**src/rtl/core/bpa_pkg.sv**
```systemverilog
// ----------------------------------------------------------------------------
// bpa_pkg
// Shared types, codes and the control store of the core allocator sequencer.
// ----------------------------------------------------------------------------
`default_nettype none

package bpa_pkg;

  localparam int unsigned LoadW  = 16;
  localparam int unsigned SumW   = 17;
  localparam int unsigned TaskW  = 8;
  localparam int unsigned PolW   = 2;
  localparam int unsigned CidxW  = 2;
  localparam int unsigned StepW  = 3;

  localparam logic [SumW-1:0] ONE_Q15 = 17'd32768;

  typedef enum logic [PolW-1:0] {
    POL_FIRST = 2'd0,
    POL_BEST  = 2'd1,
    POL_WORST = 2'd2,
    POL_ALT   = 2'd3
  } policy_e;

  localparam logic ACT_CLEAR = 1'b0;
  localparam logic ACT_PLACE = 1'b1;

  typedef enum logic [2:0] {
    BR_NEXT,
    BR_ALWAYS,
    BR_NO_START,
    BR_CLEAR,
    BR_MORE
  } branch_e;

  localparam logic [StepW-1:0] STEP_IDLE  = 3'd0;
  localparam logic [StepW-1:0] STEP_FIRST = 3'd1;
  localparam logic [StepW-1:0] STEP_SCAN  = 3'd2;
  localparam logic [StepW-1:0] STEP_UPD   = 3'd3;
  localparam logic [StepW-1:0] STEP_CLR   = 3'd4;

  typedef struct packed {
    logic             latch;
    logic             rd;
    logic             ev;
    logic             wr;
    logic             clr;
    logic             emit;
    branch_e          br;
    logic [StepW-1:0] tgt;
  } ctrl_t;

  typedef struct packed {
    logic clear_act;
    logic more;
  } stat_t;

  function automatic ctrl_t ucode_rom(input logic [StepW-1:0] step);
    ctrl_t cw;
    cw = '{latch: 1'b0, rd: 1'b0, ev: 1'b0, wr: 1'b0, clr: 1'b0, emit: 1'b0,
           br: BR_ALWAYS, tgt: STEP_IDLE};
    unique case (step)
      STEP_IDLE: begin
        cw.latch = 1'b1;
        cw.br    = BR_NO_START;
        cw.tgt   = STEP_IDLE;
      end
      STEP_FIRST: begin
        cw.rd  = 1'b1;
        cw.br  = BR_CLEAR;
        cw.tgt = STEP_CLR;
      end
      STEP_SCAN: begin
        cw.rd  = 1'b1;
        cw.ev  = 1'b1;
        cw.br  = BR_MORE;
        cw.tgt = STEP_SCAN;
      end
      STEP_UPD: begin
        cw.wr   = 1'b1;
        cw.emit = 1'b1;
      end
      STEP_CLR: begin
        cw.clr  = 1'b1;
        cw.emit = 1'b1;
      end
      default: begin
        cw.br  = BR_ALWAYS;
        cw.tgt = STEP_IDLE;
      end
    endcase
    return cw;
  endfunction

endpackage

`default_nettype wire

```
**src/rtl/core/bpa_ram.sv**
```systemverilog
// ----------------------------------------------------------------------------
// bpa_ram
// Generic single write port, single read port RAM with registered read data.
// ----------------------------------------------------------------------------
`default_nettype none

module bpa_ram #(
  parameter int unsigned WIDTH = 16,
  parameter int unsigned DEPTH = 4,
  localparam int unsigned AW = (DEPTH > 1) ? $clog2(DEPTH) : 1
) (
  input  wire logic             clk_i,
  input  wire logic             we_i,
  input  wire logic [AW-1:0]    waddr_i,
  input  wire logic [WIDTH-1:0] wdata_i,
  input  wire logic [AW-1:0]    raddr_i,
  output logic      [WIDTH-1:0] rdata_o
);

  logic [WIDTH-1:0] mem_q [DEPTH];

  always_ff @(posedge clk_i) begin
    if (we_i) begin
      mem_q[waddr_i] <= wdata_i;
    end
    rdata_o <= mem_q[raddr_i];
  end

endmodule

`default_nettype wire

```
**src/rtl/core/bpa_seq.sv**
```systemverilog
// ----------------------------------------------------------------------------
// bpa_seq
// Microcode sequencer: step counter, control store lookup and branch logic.
// ----------------------------------------------------------------------------
`default_nettype none

module bpa_seq
  import bpa_pkg::*;
(
  input  wire logic  clk_i,
  input  wire logic  rst_ni,
  input  wire logic  start_i,
  input  wire stat_t stat_i,
  output ctrl_t      ctrl_o,
  output logic       busy_o
);

  logic [StepW-1:0] step_q, step_d;
  ctrl_t            cw;
  logic             jump;

  always_comb begin
    cw = ucode_rom(step_q);
    unique case (cw.br)
      BR_NEXT:     jump = 1'b0;
      BR_ALWAYS:   jump = 1'b1;
      BR_NO_START: jump = !start_i;
      BR_CLEAR:    jump = stat_i.clear_act;
      BR_MORE:     jump = stat_i.more;
      default:     jump = 1'b1;
    endcase
    step_d = jump ? cw.tgt : step_q + StepW'(1);
    ctrl_o       = cw;
    ctrl_o.latch = cw.latch & start_i;
  end

  assign busy_o = (step_q != STEP_IDLE);

  always_ff @(posedge clk_i or negedge rst_ni) begin
    if (!rst_ni) begin
      step_q <= STEP_IDLE;
    end else begin
      step_q <= step_d;
    end
  end

endmodule

`default_nettype wire

```
**src/rtl/core/bpa_dp.sv**
```systemverilog
// ----------------------------------------------------------------------------
// bpa_dp
// Datapath: core load store, fit test and selection, result registers.
// ----------------------------------------------------------------------------
`default_nettype none

module bpa_dp
  import bpa_pkg::*;
#(
  parameter int unsigned NUM_CORES = 4,
  localparam int unsigned AW = (NUM_CORES > 1) ? $clog2(NUM_CORES) : 1,
  localparam int unsigned CW = $clog2(NUM_CORES + 1)
) (
  input  wire logic             clk_i,
  input  wire logic             rst_ni,
  input  wire ctrl_t            ctrl_i,
  input  wire logic [PolW-1:0]  policy_i,
  input  wire logic             action_i,
  input  wire logic [TaskW-1:0] task_index_i,
  input  wire logic [LoadW-1:0] task_load_i,
  output stat_t                 stat_o,
  output logic                  result_valid_o,
  output logic                  placed_o,
  output logic [CidxW-1:0]      core_index_o,
  output logic [LoadW-1:0]      core_load_after_o,
  output logic [TaskW-1:0]      task_echo_o
);

  logic                 act_q;
  logic [TaskW-1:0]     task_q;
  logic [LoadW-1:0]     load_q;
  logic [CW-1:0]        cnt_q;
  logic [AW-1:0]        ev_idx_q;
  logic                 found_q;
  logic [AW-1:0]        pick_q;
  logic [LoadW-1:0]     pick_sum_q;
  logic [NUM_CORES-1:0] vld_q;
  logic                 vld_rd_q;
  logic                 strobe_q;
  logic [LoadW-1:0]     rd_data;
  logic [LoadW-1:0]     cur_load;
  logic [SumW-1:0]      sum;
  logic                 fits;
  logic                 take;
  logic [AW-1:0]        raddr;

  assign raddr = cnt_q[AW-1:0];

  bpa_ram #(
    .WIDTH(LoadW),
    .DEPTH(NUM_CORES)
  ) u_load_ram (
    .clk_i  (clk_i),
    .we_i   (ctrl_i.wr & found_q),
    .waddr_i(pick_q),
    .wdata_i(pick_sum_q),
    .raddr_i(raddr),
    .rdata_o(rd_data)
  );

  always_comb begin
    cur_load = vld_rd_q ? rd_data : '0;
    sum      = {1'b0, cur_load} + {1'b0, load_q};
    fits     = (sum <= ONE_Q15);
    case (policy_e'(policy_i))
      POL_BEST:  take = fits && (!found_q || (sum > {1'b0, pick_sum_q}));
      POL_WORST: take = fits && (!found_q || (sum < {1'b0, pick_sum_q}));
      default:   take = fits && !found_q;
    endcase
  end

  assign stat_o.clear_act = (act_q == ACT_CLEAR);
  assign stat_o.more      = (cnt_q != CW'(NUM_CORES));

  always_ff @(posedge clk_i) begin
    if (ctrl_i.latch) begin
      act_q  <= action_i;
      task_q <= task_index_i;
      load_q <= task_load_i;
    end
    if (ctrl_i.rd) begin
      vld_rd_q <= vld_q[raddr];
    end
    if (ctrl_i.ev && take) begin
      pick_q     <= ev_idx_q;
      pick_sum_q <= sum[LoadW-1:0];
    end
    if (ctrl_i.emit) begin
      placed_o          <= found_q;
      core_index_o      <= found_q ? CidxW'(pick_q) : '0;
      core_load_after_o <= found_q ? pick_sum_q : '0;
      task_echo_o       <= task_q;
    end
  end

  always_ff @(posedge clk_i or negedge rst_ni) begin
    if (!rst_ni) begin
      cnt_q    <= '0;
      ev_idx_q <= '0;
      found_q  <= 1'b0;
      vld_q    <= '0;
      strobe_q <= 1'b0;
    end else begin
      strobe_q <= ctrl_i.emit;
      if (ctrl_i.latch) begin
        cnt_q    <= '0;
        ev_idx_q <= '0;
        found_q  <= 1'b0;
      end else begin
        if (ctrl_i.rd) begin
          cnt_q <= cnt_q + CW'(1);
        end
        if (ctrl_i.ev) begin
          ev_idx_q <= ev_idx_q + AW'(1);
          if (take) begin
            found_q <= 1'b1;
          end
        end
      end
      if (ctrl_i.clr) begin
        vld_q <= '0;
      end else if (ctrl_i.wr && found_q) begin
        vld_q[pick_q] <= 1'b1;
      end
    end
  end

  assign result_valid_o = strobe_q;

endmodule

`default_nettype wire

```
**src/rtl/core/bin_packing_core_allocator_core.sv**
```systemverilog
// ----------------------------------------------------------------------------
// bin_packing_core_allocator_core
// Places tasks onto cores by utilization with first, best or worst fit, or clears all cores.
//
// Channel   Direction  Handshake                 Beat
// command   in         start / busy              action, task_index, task_load
// result    out        result_valid (strobe)     placed, core_index,
//                                                core_load_after, task_echo
// config    in         cfg_we (no wait)          fit_policy
//
// A place beat runs a first RAM read, one scan step per core and an update
// step, then raises the result strobe. A clear beat runs the first read and a
// clear step, then raises the strobe. Busy falls as the strobe rises, so a new
// beat is accepted only once the previous result is out. The receiver cannot
// stall; each result is shown for one cycle.
// Reset marks every core load as zero and selects first fit.
// ----------------------------------------------------------------------------
`default_nettype none

module bin_packing_core_allocator_core
  import bpa_pkg::*;
#(
  parameter int unsigned NUM_CORES = 4
) (
  input  wire logic             clk_i,
  input  wire logic             rst_ni,
  input  wire logic             start,
  output logic                  busy,
  input  wire logic             action_i,
  input  wire logic [TaskW-1:0] task_index_i,
  input  wire logic [LoadW-1:0] task_load_i,
  input  wire logic             cfg_we_i,
  input  wire logic [PolW-1:0]  cfg_wdata_i,
  output logic                  result_valid_o,
  output logic                  placed_o,
  output logic [CidxW-1:0]      core_index_o,
  output logic [LoadW-1:0]      core_load_after_o,
  output logic [TaskW-1:0]      task_echo_o
);

  logic [PolW-1:0] policy_q;
  ctrl_t           ctrl;
  stat_t           stat;

  always_ff @(posedge clk_i or negedge rst_ni) begin
    if (!rst_ni) begin
      policy_q <= POL_FIRST;
    end else if (cfg_we_i) begin
      policy_q <= cfg_wdata_i;
    end
  end

  bpa_seq u_seq (
    .clk_i  (clk_i),
    .rst_ni (rst_ni),
    .start_i(start),
    .stat_i (stat),
    .ctrl_o (ctrl),
    .busy_o (busy)
  );

  bpa_dp #(
    .NUM_CORES(NUM_CORES)
  ) u_dp (
    .clk_i            (clk_i),
    .rst_ni           (rst_ni),
    .ctrl_i           (ctrl),
    .policy_i         (policy_q),
    .action_i         (action_i),
    .task_index_i     (task_index_i),
    .task_load_i      (task_load_i),
    .stat_o           (stat),
    .result_valid_o   (result_valid_o),
    .placed_o         (placed_o),
    .core_index_o     (core_index_o),
    .core_load_after_o(core_load_after_o),
    .task_echo_o      (task_echo_o)
  );

endmodule

`default_nettype wire

```
**config.mk**
```make
export PLATFORM = sky130hd
export DESIGN_NAME = bin_packing_core_allocator_core
export DESIGN_NICKNAME = d
export VERILOG_FILES = /design/src/rtl/core/bpa_pkg.sv /design/src/rtl/core/bpa_ram.sv /design/src/rtl/core/bpa_seq.sv /design/src/rtl/core/bpa_dp.sv /design/src/rtl/core/bin_packing_core_allocator_core.sv
export SDC_FILE = /design/constraint.sdc
export NUM_CORES = 1
export LEC_CHECK = 0
export BUFFER_PORTS_ARGS = -buffer_cell sky130_fd_sc_hd__buf_4
export CAP_MARGIN = 10
export CORE_ASPECT_RATIO = 1.2
export CORE_MARGIN = 3
export CORE_UTILIZATION = 59
export CTS_BUF_LIST = sky130_fd_sc_hd__clkbuf_8
export CTS_CLUSTER_SIZE = 16
export DETAILED_ROUTE_END_ITERATION = 10
export GPL_TIMING_DRIVEN = 0
export PLACE_DENSITY = 0.87
export SETUP_SLACK_MARGIN = 0.05
export SLEW_MARGIN = 20
export SYNTH_ARGS = -nofsm -noshare
export SYNTH_HDL_FRONTEND = slang
export SYNTH_SLANG_ARGS = --single-unit
```
**constraint.sdc**
```tcl
create_clock -name clk_i -period 12.3 [get_ports clk_i]
set_clock_uncertainty 0.05 [all_clocks]
set_input_delay 3.075 -clock clk_i [delete_from_list [all_inputs] [get_ports clk_i]]
set_output_delay 3.075 -clock clk_i [all_outputs]
set_load 0.01 [all_outputs]
```
**Yosys cells after proc, flatten, opt, wreduce, memory -nomap -nowiden**

Memories as Yosys holds them, arrays and structs flattened. A register that Yosys moved wholly into a read port is not among the register bits.
Index checks and enable logic that the tools add are counted.

- Reduce and logical (&&, ||, !) cells: 20
- Equal/unequal tests: 10
- Muxes and demuxes: 26
- Magnitude comparators: 6
- Bitwise operators: 4
- Add/sub/neg operators: 4

Operators with widths:

| operator | count |
|---|---|
| $pmux 6 s3 | 1 |
| $add 16x16->17 | 1 |
| $gt 17x16->1 | 1 |
| $le 17x16->1 const B | 1 |
| $lt 17x16->1 | 1 |
| $mux 16 | 1 |
| $mux 1 | 13 |
| $eq 3x2->1 const B | 4 |
| $mux 3 | 3 |
| $mux 4 | 2 |
| $reduce_bool 2->1 | 4 |
| $add 3x1->3 const B | 2 |
| $eq 3x3->1 const B | 2 |
| $logic_and 1x1->1 | 6 |
| $logic_not 3->1 | 2 |
| $lt 2x3->1 const B | 2 |
| $mux 2 | 2 |
| $or 4x4->4 | 1 |
| $pmux 1 s4 | 1 |
| $reduce_or 2->1 | 2 |
| $eq 3x1->1 const B | 1 |
| $ne 3x3->1 const B | 1 |
| $reduce_bool 3->1 | 1 |
| $add 2x1->2 const B | 1 |
| 11 further kinds | 14 |

- Memories: 1
- Flip-flop bits (word level): 87
- Memory bits (writable): 64
- Word-level logic and storage cells: 88

Memories:

| name | words | width | rd ports | clocked after memory_dff | write ports | RTL line | RTL |
|---|---|---|---|---|---|---|---|
| u_dp.u_load_ram.mem_q | 4 | 16 | 1 | 1 | 1 | bpa_ram.sv:20 | `logic [WIDTH-1:0] mem_q [DEPTH];` |

**Logic depth before layout (Yosys ltp)**

- Depth in word-level cells: 9
- Gate-level depth with buffers: 17
- Depth with buffers taken out: 17

**Hierarchy**

A second synthesis with hierarchy kept.

- Cells, all modules: 464
- Area, all modules: 7154.4 um^2

By module, submodules not included:

| module | area each (um^2) | cells each | times used | sequential area each (um^2) |
|---|---|---|---|---|
| bpa_dp | 4030.1 | 316 | 1 | 2407.3 |
| bpa_ram | 2697.6 | 104 | 1 | 2242.2 |
| bpa_seq | 354.1 | 40 | 1 | 75.1 |
| bin_packing_core_allocator_core | 72.6 | 4 | 1 | 50.0 |

**Least setup slack after synthesis**

OpenSTA, ideal clock, no wires.

- Kind: reg2reg
- Start point: register u_dp.vld_rd_q
- End point: register u_dp.pick_q[0] (enable)
- Buffers on the path: 1
- Slack: 7.588 ns
- Stages on the path, launching flop included: 18
- Arrival: 4.269 ns
- Cell sequence: edfxtp_1 -> clkbuf_1 -> and2_1 -> ha_1 -> and4_1 -> a2111oi_0 -> nor3b_1 -> o31ai_1 -> a21oi_1 -> xnor2_1 -> ha_1 -> nand2_1 -> or2_2 -> a211oi_1 -> o311ai_0 -> nand3_1 -> mux2i_1 -> a211oi_2

- Cells in the longest elaborated chain, start to end: 7

RTL lines:

| element | RTL line | RTL |
|---|---|---|
| start: declaration | bpa_dp.sv:38 | `logic vld_rd_q;` |
| start signal: assignment | bpa_dp.sv:82 | `vld_rd_q <= vld_q[raddr];` |
| $mux 16 * | bpa_dp.sv:62 | `cur_load = vld_rd_q ? rd_data : '0;` |
| $add 16x16->17 * | bpa_dp.sv:63 | `sum = {1'b0, cur_load} + {1'b0, load_q};` |
| via u_dp.sum[13] | bpa_dp.sv:42 | `logic [SumW-1:0] sum;` |
| $lt 17x16->1 / $gt 17x16->1 (equally long branches) | bpa_dp.sv:67, bpa_dp.sv:66 |  |
| $logic_or 1x1->1 (on tied branches) | bpa_dp.sv:67, bpa_dp.sv:66 |  |
| $logic_and 1x1->1 (on tied branches) | bpa_dp.sv:67, bpa_dp.sv:66 |  |
| $pmux 1 s2 * | bpa_dp.sv:65 | `case (policy_e'(policy_i))` |
| $logic_and 1x1->1 * | bpa_dp.sv:84 | `if (ctrl_i.ev && take) begin` |
| end signal: assignment | bpa_dp.sv:85 | `pick_q <= ev_idx_q;` |
| end: declaration | bpa_dp.sv:35 | `logic [AW-1:0] pick_q;` |

Mark *: on every way through the listed nets, which the timed path passes. The rest lies on a longest branch.
A chain may end at the register's enable or synchronous reset.

**Final worst setup path**

- Start point: register u_dp.vld_rd_q
- End point: register u_dp.pick_sum_q[3] (enable)

- Cells in the longest elaborated chain, start to end: 7

RTL lines:

| element | RTL line | RTL |
|---|---|---|
| $mux 16 * | bpa_dp.sv:62 |  |
| $add 16x16->17 * | bpa_dp.sv:63 |  |
| via u_dp.sum[13] | bpa_dp.sv:42 |  |
| $lt 17x16->1 / $gt 17x16->1 (equally long branches) | bpa_dp.sv:67, bpa_dp.sv:66 |  |
| $logic_or 1x1->1 (on tied branches) | bpa_dp.sv:67, bpa_dp.sv:66 |  |
| $logic_and 1x1->1 (on tied branches) | bpa_dp.sv:67, bpa_dp.sv:66 |  |
| $pmux 1 s2 * | bpa_dp.sv:65 |  |
| $logic_and 1x1->1 * | bpa_dp.sv:84 |  |
| end signal: assignment | bpa_dp.sv:86 | `pick_sum_q <= sum[LoadW-1:0];` |
| end: declaration | bpa_dp.sv:36 | `logic [LoadW-1:0] pick_sum_q;` |

Marks and branches as above.

==> summary.txt <==
Synth
  – Sequential share of the synthesized area: 0.686
  – Number of synthesized flops with an enable pin: 135
  – Primary FF master, synth: edfxtp_1
  – YS warnings: 0
  – Cells after Synth: 447
  – Unique masters post-synth: 52
  – Syn Nets: 519
  – Top cells by area, synth: edfxtp_1 (58%), ha_1 (7.2%), dfrtp_1 (5.8%)
  – Post-Syn Area per Cell: 15.6 um2
  – Seq cells post-synth: 167
  – Mapped Area: 6960 um2
  – Ys async rst share: 0.0958
  – Cell taking the most area after synthesis: edfxtp_1
  – Post-synth top area share: 0.582

Finish
  – Final Net Count: 606
  – Area grow syn2layout: 17.0%
  – Layout cells sized above 1: 0.236
  – Ant. Diodes: 0
  – Layout Cells excl Fill: 701
  – FILL cells: 681

Routing
  – DR vias/cell: 5.83
  – Routed Antenna Nets: 0
  – TritonRoute pass-1 iters: 5
  – # DRC: 0
  – Iter 0 DRT Violations: 225
  – Drt wl/cell: 19.6 um
  – Vias: 4,084
  – Routed wire length: 13.8 mm

STA
  – Final Max Tran Viols: 0
  – RSZ-0062 raised after global routing: false
  – Slew @ Worst Pin: 1010 ps
  – Fin crit share: 0.449
  – Max Freq: 0.181 GHz
  – Hold Violations, Final: 0
  – Final setup fails: 0
  – Slew margin rel.: 0.326
  – Final min period: 5520 ps
  – Final setup TNS: 0 ps

Worst setup path
  – Worst Path Required: 12,410 ps
  – Critical Path Max Stage Delay: 570 ps
  – Critical path endpoint: u_dp.pick_sum_q[3]
  – Critical R2R Capture: u_dp.pick_sum_q[3]
  – Setup crit end kind: flip-flop
  – Register-to-register setup slack: 6780 ps
  – Critical-path maximum fanout: 11
  – WS Path Type: reg2reg
  – Critical Path Start Type: flip-flop
  – Reg2Reg Depth: 18
  – CP max-delay cell: a211oi_4
  – Crit-path most repeated cell: ha_1
  – Crit path cell chain: clkbuf_1 -> and2_1 -> ha_1 -> and4_1 -> a2111oi_0 -> nor3b_1 -> o31ai_1 -> a21oi_1 -> xnor2_1 -> ha_1 -> nand2_1 -> or2_2 -> a211oi_1 -> o311ai_0 -> nand3_1 -> mux2i_1 -> a211oi_4 -> buf_8
  – RR Startpoint: u_dp.vld_rd_q
  – Crit path from: u_dp.vld_rd_q
  – Worst EP arrival: 5630 ps

Clocking
  – Sink Count: 167
  – CTS resizes: 0
  – Hold_buf cts: 0
  – TritonCTS clock tree: built
  – CTS Buf Count: 17
  – Clock Latency Late Sink: 450 ps
  – Root Driver: clkbuf_8
  – CTS max path bufs: 2
  – Postcts setup bufs: 0
  – H-tree depth: 4
  – Clk pin slew, worst setup/hold paths: 80 ps

Placed design
  – HPWL after DPL: 9.92 mm
  – # placed instances: 669
  – Final GP Congestion: 0.859
  – IO Port Bufs: 59

Floorplan
  – Rows: 42
  – Initial Util: 0.616
  – Core ar.: 11,300 um2
  – Die area: 13,100 um2
  – Top-level port count: 60
  – Die width: 105 um
  – Die Y: 125 um

Pwr
  – PwrDens: 233 nW/um2
  – Worst vdd ir: 0.165 mV
  – Leak: 3.17 nW

Hold path
  – Hold Crit Class: reg2reg

Global route
  – Gr usage total: 0.219
  – Vias in the first global route: 4,328
  – First-pass GRT wire length: 21.6 mm
  – Largest net degree at the start of global routing: 20
  – Initial antenna violation count: 0
  – GR Overflow Total: 0

Job
  – MaxCap Viol Count: 0

Status
  – Outcome: completed
-- synthesized netlist by cell type (2+ instances only) --
library cell and number:
nand3_1 6, a21oi_1 17, o21a_1 4, mux2_2 2, or2_2 2, inv_1 28, dfxtp_1 16, o21ai_0 9
and3_1 2, a211oi_1 3, clkbuf_1 7, and3_2 2, nand2_1 12, a2111oi_0 3, nand2b_1 2, dfrtp_1 16
nand3b_1 2, mux4_2 17, xor2_1 7, a21o_1 9, ha_1 40, edfxtp_1 135, xnor2_1 10, nor3_1 6
nor2_1 36, nand4b_1 2, mux2i_1 2, nor2b_1 5, o22ai_1 3, and2_1 18, nand4_1 3
-- sequential cells by signal (all words and copies together) (netlist names), 3 cells and up --
| name | cells |
|---|---|
| u_dp.u_load_ram.mem_q | 64 |
| u_dp.pick_sum_q | 16 |
| u_dp.load_q | 16 |
| u_dp.core_load_after_o | 16 |
| u_dp.task_echo_o | 8 |
| u_seq.step_q | 3 |
| u_dp.u_load_ram.rdata_o | 16 |
| u_dp.task_q | 8 |
| u_dp.vld_q | 4 |
| u_dp.cnt_q | 3 |
-- layout make-up --
cell class                 instances  area, um2  area share
timing repair buffer              68        581      0.0713
sequential                       167       4770       0.586
inverter                          29        109      0.0134
clock buffer                      17        234      0.0287
tap                              154        193      0.0236
multi-input combinational        243       2070       0.254
clock inverter                    15        151      0.0186
buffer                             8       35.0     0.00430
-- cell families (layout without fill, tap and decap cells) --
group	count (synthesis)	in the layout	synth area share
AO/OA/AOI/OAI	58	58	0.0561
adder cells (fa/ha/maj)	41	41	0.0748
flip-flops	167	167	0.686
multiplexers	21	21	0.0611
buffers and inverters	37	137	0.0205
XOR/XNOR	17	17	0.0214
AND/OR/NAND/NOR	106	106	0.0805
-- worst min path at each step --
stage                   startpoint                   to  slack (ps)  depth (start not counted)
global placement    u_dp.task_q[3]  u_dp.task_echo_o[3]         350                          0
floorplan           u_dp.task_q[0]  u_dp.task_echo_o[0]         350                          0
detailed placement  u_dp.task_q[0]  u_dp.task_echo_o[0]         360                          0
CTS                 u_dp.task_q[0]  u_dp.task_echo_o[0]         380                          0
finish              u_dp.task_q[7]  u_dp.task_echo_o[7]         380                          0
global route        u_dp.task_q[4]  u_dp.task_echo_o[4]         390                          0
-- worst max-delay path, delay by kind of cell (launching register included) --
family / cells / cell delay, ps
AOI/OAI and AO/OA: 6 / 1700
xor gates and xnor gates: 1 / 150
adders and majority gates: 2 / 610
buffers and inverters: 2 / 660
DFF: 1 / 530
muxes: 1 / 130
and+or+nand+nor: 6 / 1370
-- metrics by stage --
stage          utilization  total power (W)  setup slack [ps]  instance area, um2  hold slack, ps
2_1_floorplan            -          0.00128              7590                6960             350
3_3_place_gp         0.673          0.00146              6380                7600             353
3_5_place_dp         0.687          0.00152              6880                7760             360
4_1_cts              0.721          0.00190              6800                8150             379
5_1_grt              0.721          0.00201              6410                8150             394
6_report             0.721          0.00190              6780                8150             378
-- report_power, final --
group,leakage [nW],internal (W),switching (W)
sequential,1.58,0.000759,0.0000523
combinational,1.38,0.000298,0.000411
clock,0.209,0.000195,0.000184
-- metal layers --
| metal | up-vias | part of all wire | track usage |
|---|---|---|---|
| met5 | - | 0 | 0 |
| met4 | 0 | 0.024 | 0.0919 |
| met3 | 32 | 0.067 | 0.0624 |
| met2 | 165 | 0.51 | 0.368 |
| met1 | 2034 | 0.40 | 0.269 |
| li1 | 1853 | - | - |
-- cells in the final DEF (no fill, tap or decap), types with 4 or more instances in the layout --
master	n
nor2b_1	5
buf_4	62
o21ai_0	9
nand3_1	6
and2_1	18
clkbuf_8	17
nand2_1	12
ha_1	40
xnor2_1	10
mux4_2	17
o21a_1	4
nor2_1	34
inv_1	33
edfxtp_1	135
a21o_1	9
dfxtp_1	16
a21oi_1	17
nor3_1	4
clkbuf_1	6
xor2_1	7
dfrtp_1	16
No activity file was read; power rests on OpenSTA's default activity.
